<file path="src/hdl/bbwm_pkg.sv">
// ----------------------------------------------------------------------------
// Box blur window mean - package
// Sizes, register indexes and operation codes shared by the block.
// ----------------------------------------------------------------------------
`timescale 1ns / 1ps

package bbwm_pkg;

  localparam int MAX_WIDTH  = 256;
  localparam int MAX_HEIGHT = 256;

  localparam int PIX_W      = 8;
  localparam int CFG_DIM_W  = 9;
  localparam int RAD_W      = 8;
  localparam int CFG_IDX_W  = 2;
  localparam int CFG_DATA_W = 9;

  localparam int COL_W   = (MAX_WIDTH > 1) ? $clog2(MAX_WIDTH) : 1;
  localparam int ROW_W   = (MAX_HEIGHT > 1) ? $clog2(MAX_HEIGHT) : 1;
  localparam int MAX_DIM = (MAX_WIDTH > MAX_HEIGHT) ? MAX_WIDTH : MAX_HEIGHT;
  localparam int DIM_W   = $clog2(MAX_DIM + 1);
  localparam int GEO_W   = ((DIM_W > RAD_W) ? DIM_W : RAD_W) + 1;

  localparam int ADDR_W    = ROW_W + COL_W;
  localparam int RAM_DEPTH = 1 << ADDR_W;
  localparam int SUM_W     = PIX_W + ADDR_W;
  localparam int RS_W      = PIX_W + COL_W;
  localparam int CNT_W     = $clog2(MAX_WIDTH * MAX_HEIGHT + 1);

  localparam logic [CFG_DIM_W-1:0] FRAME_WIDTH_RST  = CFG_DIM_W'(256);
  localparam logic [CFG_DIM_W-1:0] FRAME_HEIGHT_RST = CFG_DIM_W'(256);
  localparam logic [RAD_W-1:0]     RADIUS_RST       = RAD_W'(1);

  typedef enum logic [CFG_IDX_W-1:0] {
    REG_FRAME_WIDTH  = 2'd0,
    REG_FRAME_HEIGHT = 2'd1,
    REG_RADIUS       = 2'd2
  } cfg_reg_t;

  typedef enum logic {
    OP_LOAD    = 1'b0,
    OP_PRODUCE = 1'b1
  } op_t;

endpackage

</file>
<file path="src/hdl/bbwm_div.sv">
// ----------------------------------------------------------------------------
// Box blur window mean - divider
// Restoring unsigned divider, one quotient bit per cycle.
// ----------------------------------------------------------------------------
`timescale 1ns / 1ps

module bbwm_div (
  input  logic                       clk,
  input  logic                       rst_n,
  input  logic                       start,
  input  logic [bbwm_pkg::SUM_W-1:0] dividend,
  input  logic [bbwm_pkg::CNT_W-1:0] divisor,
  output logic                       done,
  output logic [bbwm_pkg::SUM_W-1:0] quotient
);

  import bbwm_pkg::*;

  localparam int ITER_W = $clog2(SUM_W + 1);

  logic              busy_r;
  logic              done_r;
  logic [ITER_W-1:0] iter_r;
  logic [SUM_W-1:0]  quo_r;
  logic [CNT_W-1:0]  rem_r;
  logic [CNT_W-1:0]  divisor_r;
  logic [CNT_W:0]    rem_sh;
  logic [CNT_W:0]    rem_diff;
  logic              fits;

  assign rem_sh   = {rem_r, quo_r[SUM_W-1]};
  assign fits     = (rem_sh >= {1'b0, divisor_r});
  assign rem_diff = rem_sh - {1'b0, divisor_r};

  always_ff @(posedge clk) begin
    if (!rst_n) begin
      busy_r <= 1'b0;
      done_r <= 1'b0;
    end else if (start) begin
      busy_r <= 1'b1;
      done_r <= 1'b0;
    end else if (busy_r && (iter_r == ITER_W'(1))) begin
      busy_r <= 1'b0;
      done_r <= 1'b1;
    end

    if (start) begin
      quo_r     <= dividend;
      rem_r     <= '0;
      divisor_r <= divisor;
      iter_r    <= ITER_W'(SUM_W);
    end else if (busy_r) begin
      quo_r  <= {quo_r[SUM_W-2:0], fits};
      rem_r  <= fits ? rem_diff[CNT_W-1:0] : rem_sh[CNT_W-1:0];
      iter_r <= iter_r - ITER_W'(1);
    end
  end

  assign done     = done_r;
  assign quotient = quo_r;

endmodule

</file>
<file path="config.mk">
export PLATFORM = sky130hd
export DESIGN_NAME = bbwm_div
export DESIGN_NICKNAME = d
export VERILOG_FILES = /design/src/hdl/bbwm_pkg.sv /design/src/hdl/bbwm_div.sv
export SDC_FILE = /design/constraint.sdc
export NUM_CORES = 1
export LEC_CHECK = 0
export CORE_MARGIN = 4
export CORE_UTILIZATION = 57
export DETAILED_ROUTE_END_ITERATION = 10
export DONT_BUFFER_PORTS = 1
export PLACE_DENSITY = 0.78
export SLEW_MARGIN = 10
export SYNTH_ARGS = -nofsm -noshare
export SYNTH_HDL_FRONTEND = slang
export SYNTH_SLANG_ARGS = --single-unit
export TNS_END_PERCENT = 20
</file>
<file path="constraint.sdc">
create_clock -name clk -period 2.6 [get_ports clk]
set_input_delay 0.26 -clock clk [delete_from_list [all_inputs] [get_ports clk]]
set_output_delay 0.26 -clock clk [all_outputs]
set_load 0.01 [all_outputs]
</file>
After elaboration in Yosys (flattened, before gate mapping)
Index checks and enable logic that the tools add are counted.

storage, ports and cells
  register bits = 65
  bits of input ports = 44
  logic and storage cells = 20
  output and inout port bits = 25

cells by class
  reduce and logical (&&, ||, !) cells = 4
  muxes and demuxes = 5
  bitwise operators = 1
  $lt $le $gt $ge = 1
  equal/unequal tests = 1
  add/sub/neg operators = 2

operators by type and width
  kind                   count
  $mux W24               2
  $ge A18 B17 Y1         1
  $mux W17               1
  $sub A17 B17 Y17       1
  $eq A5 B1 Y1 const B   1
  $sub A5 B1 Y5 const B  1
  $reduce_bool A2 Y1     2
  $mux W1                2
  $reduce_or A2 Y1       1
  $logic_and A1 B1 Y1    1
  $not A1 Y1             1

Longest topological paths before layout
Gate-level depths: netlist of run 1.

  word-level depth = 4
  depth in mapped cells = 12
  gate-level depth less buffers = 10

Worst setup path before layout of run 1
Ideal clock, no wire load.

  path type = register -> register
  start point = register quo_r[23] (netlist: quotient[23])
  end point = register rem_r[0]
  stages on the path, launching flop included = 12
  data required time = 2,514 ps
  arrival = 2,537 ps
  setup slack = -22 ps
  period minus slack after synthesis = 2,622 ps
  cell sequence = edfxtp_1 inv_1 ha_1 inv_1 fa_1 a21o_1 a221oi_4 a211o_1 and3_1 buf_6 mux2_4 a211oi_1

between the ends
  cells in the longest elaborated chain, start to end = 2

RTL lines
  what                                                RTL line                        text
  start, declared                                     bbwm_div.sv:24                  logic [SUM_W-1:0] quo_r;
  start signal, assigned                              bbwm_div.sv:48                  quo_r <= dividend;
  start signal, assigned                              bbwm_div.sv:53                  quo_r <= {quo_r[SUM_W-2:0], fits};
  $sub A17 B17 Y17 or $ge A18 B17 Y1 (tied branches)  bbwm_div.sv:33, bbwm_div.sv:32
  $mux W17 (*)                                        bbwm_div.sv:54                  rem_r <= fits ? rem_diff[CNT_W-1:0] : rem_sh[CNT_W-1:0];
  end signal, assigned                                bbwm_div.sv:54
  end, declared                                       bbwm_div.sv:25                  logic [CNT_W-1:0] rem_r;

Mark *: on every way between the ends. The rest lies on a longest branch, timed or not.
A chain may end at the register's enable or synchronous reset.

Worst setup path after layout of run 1
Same ends and word-level chain as after synthesis.

==> results of run 1 <==
Yosys cell counts, types with 6 or more instances:
cell type	number	area share
edfxtp_1	41	0.35
a21oi_1	14	0.020
nor2_1	24	0.025
nand3_1	7	0.0098
mux2_2	24	0.076
ha_1	19	0.067
a211oi_1	11	0.023
a21o_1	6	0.013
mux2i_1	10	0.028
nand2b_1	8	0.014
xnor2_1	11	0.027
nand2_1	10	0.011
a32oi_1	7	0.017
inv_1	27	0.028
dfxtp_1	24	0.13
o21ai_0	12	0.017
sequential cells by signal (all words and copies together), names as in the netlist:
signal and cells:
quotient 24, iter_r 5, divisor_r 17, done 1, rem_r 17, busy_r 1
what timing repair did:
| item | CTS | global route |
|---|---|---|
| pin swaps | 0 | 3 |
| hold buffers | 20 | 1 |
| resized for setup | 3 | 4 |
| setup endpoints to repair | 5 | 13 |
| cloned | 0 | 1 |
| endpoints found under the hold margin | 27 | 7 |
| buffers inserted | 0 | 1 |
layout by cell type (no fill, tap or decap), types with 11 or more instances in the layout:
cell type	Yosys	routed
a21oi_1	14	14
dfxtp_1	24	24
dlygate4sd3_1	0	21
edfxtp_1	41	41
ha_1	19	19
inv_1	27	26
mux2_2	24	24
nor2_1	24	24
o21ai_0	12	12
xnor2_1	11	11
area by class of cell:
| cell class | count | share of cell area |
|---|---|---|
| Timing Repair Buffer | 30 | 0.0746 |
| Tap cell | 75 | 0.0227 |
| Inverter | 27 | 0.0246 |
| Clock buffer | 10 | 0.0309 |
| Clock inverter | 6 | 0.0224 |
| Multi-Input combinational cell | 214 | 0.410 |
| Sequential cell | 65 | 0.415 |
metal layers:
| metal | vias up | GRT usage | part of all wire |
|---|---|---|---|
| li1 | 1240 | - | - |
| met1 | 1231 | 0.258 | 0.42 |
| met2 | 79 | 0.346 | 0.48 |
| met3 | 12 | 0.0833 | 0.076 |
| met4 | 0 | 0.0708 | 0.015 |
| met5 | - | 0 | 0 |
power breakdown:
| part | total, mW | internal [mW] | switching (mW) | leakage, nW |
|---|---|---|---|---|
| clock | 0.956 | 0.544 | 0.411 | 0.103 |
| sequential | 1.26 | 1.19 | 0.0720 | 0.604 |
| combinational | 0.414 | 0.201 | 0.212 | 0.960 |
worst max-delay path, cell delays in order (launching register included):
cell and delay (ns):
edfxtp_1 0.42, inv_2 0.08, ha_1 0.15, inv_1 0.05
fa_2 0.34, a21o_1 0.21, a221oi_4 0.24, a211o_1 0.16
and3_4 0.22, mux2_4 0.31, a211oi_2 0.21
metrics by stage:
stage,util,cells,setup WS [ns],instance area (um2)
detailed placement,0.609,388,-0.0132,3650
global route,0.689,427,-0.00597,4130
global placement,0.609,388,0.113,3650
finish,0.689,427,0.123,4130
CTS,0.680,424,0.00756,4070
floorplan,-,321,0.00360,3560
worst max-delay path by stage:
stage               slack [ns]         to         start  depth (start not counted)
floorplan                0.004   rem_r[0]  quotient[23]                         11
global placement          0.11   rem_r[0]  quotient[23]                         10
detailed placement       -0.01   rem_r[5]  quotient[23]                         11
CTS                      0.008   rem_r[0]  quotient[23]                         10
global route            -0.006  rem_r[16]  quotient[23]                         11
finish                    0.12   rem_r[0]  quotient[23]                         10
cells by family (layout without fill, tap and decap cells):
family                     Yosys count  in the layout  synth area share
AOI/OAI and AO/OA                   73             73             0.147
xor gates and xnor gates            15             15            0.0369
adders and majority gates           20             20            0.0723
buffers and inverters               42             73            0.0499
DFF                                 65             65             0.480
muxes                               35             35             0.108
and+or+nand+nor                     71             71             0.105
==> metrics.md, run 1 <==
| Metric | Value |
|---|---|
| Status | finished clean |
| CTS max path bufs | 2 |
| Fillers | around 450 |
| Final hold vios | 0 |
| R2R setup slack | approximately 0.12 ns |
| Crit start category | register |
| Post-DP HPWL | 5030 um |
| Pre-antenna DRT Iters | 4 |
| Hold crit path type | input pin to register |
| Vias post-DR | between 2000 and 3000 |
| Sequential area share after synthesis | 0.480 |
| Max_cap viols | 0 |
| Maximum vdd ir drop | 0.000633 V |
| Total detailed-routing wirelength | around 7700 um |
| Synth Register Bits | 65 |
| RR Endpoint | rem_r[0] |
| Die W | 87.1 um |
| Vias per cell | ~6.0 |
| Final Setup Violations | 0 |
| Tot GR Track Use | 0.213 |
| Worst Hold Endpoint | divisor_r[10] |
| Leak pwr | 1.67 nW |
| Die height | between 80 and 90 um |
| Avg Cell Area, Syn | 11.1 um2 |
| Final Cycle Share | 0.953 |
| Share of layout cells above drive strength 1 | 0.170 |
| Reg2Reg Launch Point | quotient[23] |
| Root buffer cell | clkbuf_8 |
| Post-synth top flop | edfxtp_1 |
| Hold depth | 0 |
| Final total power | 2.63 mW |
| Drt wl/cell | roughly 18 um |
| Total gr overflow | 0 |
| Worst Path Required | ~2.9 ns |
| NumNets Final | slightly above 400 |
| Area delta synth->final | 15.8% |
| CTS tree | built |
| Multi-input logic area | about 0.0017 mm2 |
| Crit Path Class | register to register |
| I/O pins | 69 |
| CP Capture Type | register |
| Min-delay src | start |
| Count of cell types in the netlist | between 50 and 60 |
| Fin Hold WS | ~0.038 ns |
| Worst-path clk slew | 0.07 ns |
| CP arrival | approximately 2.8 ns |
| Syn Std Cell Area | between 0.003 and 0.004 mm2 |
| Die area | approximately 0.0076 mm2 |
| Final setup TNS | 0 ns |
| Antenna viol nets, final | 0 |
| Initial antenna violation count | 0 |
| RSZ-0062 raised after global routing | yes |
| CP Max Fanout | 3 |
| RePlAce Congestion | 0.935 |
| Vias in the first global route | ~2600 |
| Pin count of the biggest net entering global routing | 49 |
| PortBufs | 0 |
| Clock Latency Late Sink | between 0.3 and 0.4 ns |
| YS warnings | 0 |
| Slew Viols, Final | 0 |
| Worst-Margin Slew | between 0.6 and 0.7 ns |
| Clock sinks | 65 |
| Clk_skew | about 0.011 ns |
| Std cell rows | 28 |
| Post-route DRC | 0 |
| Num CTS Buffers | 9 |
| Max Clk Rate | approximately 0.40 GHz |
| Path depth of the worst reg2reg path | 10 |
| Syn Nets | 385 |
| Worst slew margin | 0.535 |
| First-pass GRT wire length | ~12000 um |
| H-tree depth | 3 |
| Initial DRC count | around 170 |
| Gate Count Post-Synth | around 320 |
| FFs w/ async S/R, synth | 0 |
| Register area | between 0.0015 and 0.002 mm2 |
| Diode count | 0 |
| Pwr dens | between 600 and 700 mW/mm2 |
| EDFF count, synth | 41 |
| Min Tclk post-route | approximately 2.5 ns |
| Core area | 0.00599 mm2 |
| Initial core utilization | 0.595 |
(Power assumes the default switching activity.)
==> run 2: changes to the inputs <==
--- a/config.mk
+++ b/config.mk
@@ -7,6 +7,7 @@
 export LEC_CHECK = 0
 export CORE_MARGIN = 4
 export CORE_UTILIZATION = 57
+export CTS_BUF_LIST = sky130_fd_sc_hd__clkbuf_8 sky130_fd_sc_hd__clkbuf_16
 export DETAILED_ROUTE_END_ITERATION = 10
 export DONT_BUFFER_PORTS = 1
 export PLACE_DENSITY = 0.78
==> metrics.md, run 2 (synthesized netlist as in run 1, its figures left out) <==
| Metric | Value |
|---|---|
| Core area | 0.00599 mm2 |
| Total gr overflow | 0 |
| CTS tree | built |
| Num CTS Buffers | 9 |
| Max FFs per register | 24 |
| Min Tclk post-route | between 2 and 2.5 ns |
| Most frequent cells in the layout | edfxtp_1 (41), inv_1 (27), mux2_2 (24), nor2_1 (24), dfxtp_1 (24) |
| Clk_skew | about 0.011 ns |
| R2R setup slack | 0.12 ns |
| Path depth of the worst reg2reg path | 10 |
| Final Cycle Share | 0.953 |
| Pin count of the biggest net entering global routing | between 40 and 50 |
| Die area | about 0.0076 mm2 |
| Root buffer cell | clkbuf_8 |
| Vias per cell | roughly 6 |
| Vias post-DR | approximately 2600 |
| Slew Viols, Final | 0 |
| PortBufs | 0 |
| Pwr dens | 637 mW/mm2 |
| Drt wl/cell | about 18 um |
| First-pass GRT wire length | about 12000 um |
| RSZ-0062 raised after global routing | yes |
| H-tree depth | 3 |
| Reg2Reg Launch Point | quotient[23] |
| Worst Path Required | around 2.9 ns |
| Antenna viol nets, final | 0 |
| Hold depth | 0 |
| Worst-path clk slew | approximately 0.070 ns |
| Share of layout cells above drive strength 1 | 0.170 |
| RePlAce Congestion | 0.935 |
| Final hold vios | 0 |
| Vias in the first global route | between 2000 and 3000 |
| Clock sinks | between 60 and 70 |
| Post-route DRC | 0 |
| Min-delay src | start |
| Clock Latency Late Sink | between 0.3 and 0.4 ns |
| CP Capture Type | register |
| Max Clk Rate | around 0.40 GHz |
| Crit start category | register |
| Initial core utilization | 0.595 |
| CP arrival | around 2.8 ns |
| CP Max Fanout | 3 |
| Final total power | ~2.6 mW |
| Max_cap viols | 0 |
| Hold crit path type | input pin to register |
| NumNets Final | around 400 |
| Leak pwr | 1.67 nW |
| I/O pins | 69 |
| Worst Hold Endpoint | divisor_r[10] |
| Diode count | 0 |
| CTS max path bufs | 2 |
| Crit Path Class | register to register |
| Fillers | between 400 and 500 |
| Most common cell after layout, fill and taps aside | edfxtp_1 |
| Die W | slightly below 90 um |
| Final Setup Violations | 0 |
| Worst-Margin Slew | 0.695 ns |
| Initial DRC count | roughly 170 |
| Pre-antenna DRT Iters | 4 |
| Total detailed-routing wirelength | just under 8000 um |
| Maximum vdd ir drop | roughly 0.00063 V |
| Fin Hold WS | between 0.03 and 0.04 ns |
| RR Endpoint | rem_r[0] |
| Status | finished clean |
| Post-DP HPWL | between 5000 and 6000 um |
| Initial antenna violation count | 0 |
| Tot GR Track Use | 0.213 |
| Area delta synth->final | 15.8% |
| Die height | 87.1 um |
| Worst slew margin | 0.535 |
| Std cell rows | 28 |
run 2: cell types whose count changed in the layout (fill, tap and decap cells not counted):
cell      before  now
inv_1         26   27
clkbuf_1       1    0
run 2: report_power, final:
group | leakage, nW | total, mW | switching (mW) | internal, mW
combinational | 0.960 | 0.414 | 0.212 | 0.201
sequential | 0.604 | 1.26 | 0.0720 | 1.19
clock | 0.107 | 0.952 | 0.411 | 0.541
total | 1.67 | 2.63 | 0.696 | 1.93
run 2: worst max-delay path by stage:
| stage | from | endpoint | slack (ns) |
|---|---|---|---|
| after floorplan | quotient[23] | rem_r[0] | 0.004 |
| after global placement | quotient[23] | rem_r[0] | 0.11 |
| final | quotient[23] | rem_r[0] | 0.12 |
| after global routing | quotient[23] | rem_r[16] | -0.006 |
| after CTS | quotient[23] | rem_r[0] | 0.008 |
| after detailed placement | quotient[23] | rem_r[5] | -0.01 |
run 2: layout make-up:
type                            instances  area [um2]  share of cell area
Clock buffer                            9         124              0.0300
Clock inverter                          7        96.3              0.0233
Multi-Input combinational cell        214        1690               0.410
Sequential cell                        65        1710               0.415
Timing Repair Buffer                   30         308              0.0746
Inverter                               27         101              0.0246
Tap cell                               75        93.8              0.0227
run 2: routing by layer:
| layer | global-route usage | wire (um) | part of all wire | up-vias |
|---|---|---|---|---|
| met2 | 0.346 | 3750 | 0.48 | 79 |
| li1 | - | - | - | 1240 |
| met5 | 0 | 0 | 0 | - |
| met1 | 0.258 | 3290 | 0.42 | 1231 |
| met4 | 0.0708 | 119 | 0.015 | 0 |
| met3 | 0.0833 | 589 | 0.076 | 12 |
run 2: what timing repair did:
item,CTS,global route
setup endpoints to repair,5,13
hold endpoints to repair,27,7
gates cloned,0,1
resized for setup,3,4
hold buffers,20,1
setup buffers,0,1
pin swaps,0,3
run 2: worst max-delay path, stage by stage (launching register included):
cell and delay [ns]:
edfxtp_1 0.42, inv_2 0.08, ha_1 0.15, inv_1 0.05
fa_2 0.34, a21o_1 0.21, a221oi_4 0.24, a211o_1 0.16
and3_4 0.22, mux2_4 0.31, a211oi_2 0.21
run 2: per-stage QoR:
stage / util / instance area, um2 / setup TNS (ns) / setup slack [ns] / cells
after floorplan: - / 3560 / 0 / 0.00360 / 321
after global placement: 0.609 / 3650 / 0 / 0.113 / 388
after detailed placement: 0.609 / 3650 / -0.0175 / -0.0132 / 388
after CTS: 0.680 / 4070 / 0 / 0.00756 / 424
after global routing: 0.689 / 4130 / -0.0118 / -0.00597 / 427
final: 0.689 / 4130 / 0 / 0.123 / 427
==> run 3: changes to the inputs <==
--- a/config.mk
+++ b/config.mk
@@ -6,11 +6,11 @@
 export NUM_CORES = 1
 export LEC_CHECK = 0
 export CORE_MARGIN = 4
-export CORE_UTILIZATION = 57
+export CORE_UTILIZATION = 63
 export CTS_BUF_LIST = sky130_fd_sc_hd__clkbuf_8 sky130_fd_sc_hd__clkbuf_16
 export DETAILED_ROUTE_END_ITERATION = 10
 export DONT_BUFFER_PORTS = 1
-export PLACE_DENSITY = 0.78
+export PLACE_DENSITY = 0.82
 export SLEW_MARGIN = 10
 export SYNTH_ARGS = -nofsm -noshare
 export SYNTH_HDL_FRONTEND = slang
==> constraint.sdc (replaced) <==
create_clock -name clk -period 2.8 [get_ports clk]
set_input_delay 0.28 -clock clk [delete_from_list [all_inputs] [get_ports clk]]
set_output_delay 0.28 -clock clk [all_outputs]
set_load 0.01 [all_outputs]
==> metrics.md, run 3 (synthesized netlist as in run 1, its figures left out) <==
| Metric | Value |
|---|---|
| Finished Core Util | 0.712 |
| Top delay family on crit path | compound AO/OA/AOI/OAI gates |
| Postcts setup bufs | 0 |
| CP Capture Type | register |
| Pin count of the biggest net entering global routing | 50 |
| CP Cell Sequence | inv_1, ha_1, inv_1, fa_2, a21o_1, a221oi_4, a211o_1, and3_4, buf_12, mux2i_1, a211oi_1 |
| I/O pins | 69 |
| Die height | about 83 um |
| Diode count | 0 |
| RePlAce Congestion | around 0.9 |
| Total detailed-routing wirelength | roughly 7500 um |
| CP Launch Point | quotient[23] |
| Crit Path Class | register to register |
| Max FFs per register | 24 |
| Pre-antenna DRT Iters | 4 |
| CP Max Fanout | 12 |
| Worst slew margin | 0.505 |
| CTS max path bufs | 2 |
| Worst path most repeated cell | inv_1 |
| Clock sinks | 65 |
| Worst-path clk slew | roughly 0.080 ns |
| Initial core utilization | 0.647 |
| Antenna viol nets, final | 0 |
| M3 GR Usage | 0.0704 |
| Reg2Reg Launch Point | quotient[23] |
| Core area | between 0.005 and 0.006 mm2 |
| PortBufs | 0 |
| Met2 usage | 0.372 |
| Crit-path slowest cell | edfxtp_1 |
| Max_cap viols | 0 |
| Tot GR Track Use | 0.218 |
| Drt wl/cell | ~18 um |
| Min-delay src | divisor[5] |
| Vias post-DR | between 2000 and 2500 |
| Num CTS Buffers | 9 |
| CP arrival | approximately 2.9 ns |
| Maximum vdd ir drop | about 0.00052 V |
| Slew Viols, Final | 0 |
| Final hold vios | 0 |
| Fillers | 379 |
| Final setup TNS | 0 ns |
| Final Setup Violations | 0 |
| H-tree depth | 3 |
| Most frequent cells in the layout | edfxtp_1 (41), inv_1 (27), mux2_2 (24), nor2_1 (24), dfxtp_1 (24) |
| Clk_skew | about 0.0088 ns |
| Post-route DRC | 0 |
| Clock Latency Late Sink | between 0.3 and 0.4 ns |
| Initial DRC count | about 190 |
| Area delta synth->final | 10.1% |
| Root buffer cell | clkbuf_8 |
| Share of layout cells above drive strength 1 | 0.175 |
| Hold crit path type | input pin to register |
| CTS tree | built |
| Die area | just under 0.007 mm2 |
| Met1 Use GR | 0.258 |
| Post-DP HPWL | a little over 5000 um |
| Layer with the highest usage | met2 |
| First-pass GRT wire length | 12300 um |
| Leak pwr | 1.58 nW |
| Vias in the first global route | ~2600 |
| Std cell rows | 27 |
| CP max stage delay | about 0.39 ns |
| Max Clk Rate | 0.376 GHz |
| Vias per cell | roughly 6.1 |
| NumNets Final | a little under 400 |
| Pwr dens | slightly above 600 mW/mm2 |
| Initial antenna violation count | 0 |
| Crit start category | register |
| Status | finished clean |
| Min Tclk post-route | between 2 and 3 ns |
| Worst-Margin Slew | approximately 0.74 ns |
| Final Cycle Share | 0.951 |
| Worst Path Required | 3.02 ns |
| Total gr overflow | 0 |
| Most common cell after layout, fill and taps aside | edfxtp_1 |
| Buf/Inv on CP | 3 |
| Die W | approximately 83 um |
-- run 3: cell count changes in the layout (fill, tap and decap cells not counted) --
cell,delta
buf_4,-3
bufinv_16,-1
inv_8,+1
mux2i_2,+1
clkinv_4,-1
mux2i_1,-1
inv_6,+3
inv_2,-1
clkinvlp_4,-1
dlygate4sd3_1,-17
-- run 3: what timing repair did --
item | in CTS | in global routing
endpoints found under the hold margin | 10 | 3
endpoints found under the setup margin | 0 | 18
hold buffers | 1 | 3
gates resized for setup | 0 | 7
-- run 3: report_power, final --
group	switching, mW	leakage (nW)	total, mW	internal [mW]
Sequential	0.0646	0.604	1.17	1.11
Combinational	0.196	0.871	0.364	0.168
Clock	0.420	0.103	0.850	0.430
Total	0.681	1.58	2.39	1.70
-- run 3: layout make-up --
type	instances	area (um2)	area share
inverters	27	101	0.0258
clock buffers	9	124	0.0316
multi-input cells	214	1700	0.433
flip-flops and latches	65	1710	0.436
repair buffers	10	115	0.0293
well taps	72	90.1	0.0230
clock inverters	7	83.8	0.0214
-- run 3: per-layer routing --
layer  routed length, um  part of all wire
met3                 447             0.060
met5                   0                 0
met1                2990              0.40
met4                 149             0.020
met2                3870              0.52
-- run 3: final timing paths --
check	slack, ns	cells past startpoint	to
setup / recovery	0.14	11	rem_r[7]
hold / removal	0.02	0	divisor_r[5]
setup reg to reg	0.14	11	rem_r[7]
hold reg to reg	0.49	2	rem_r[2]
-- run 3: metrics by stage --
stage	worst slack [ns]	instance area, um2	instances	power, mW	hold slack (ns)
finish	0.137	3920	404	2.39	0.0179
global route	-0.0396	3920	404	2.49	0.00110
CTS	0.0103	3840	400	2.38	0.00497
detailed placement	0.0398	3630	383	1.54	0.363
global placement	0.185	3630	383	1.52	0.361
floorplan	0.178	3560	321	1.47	0.379
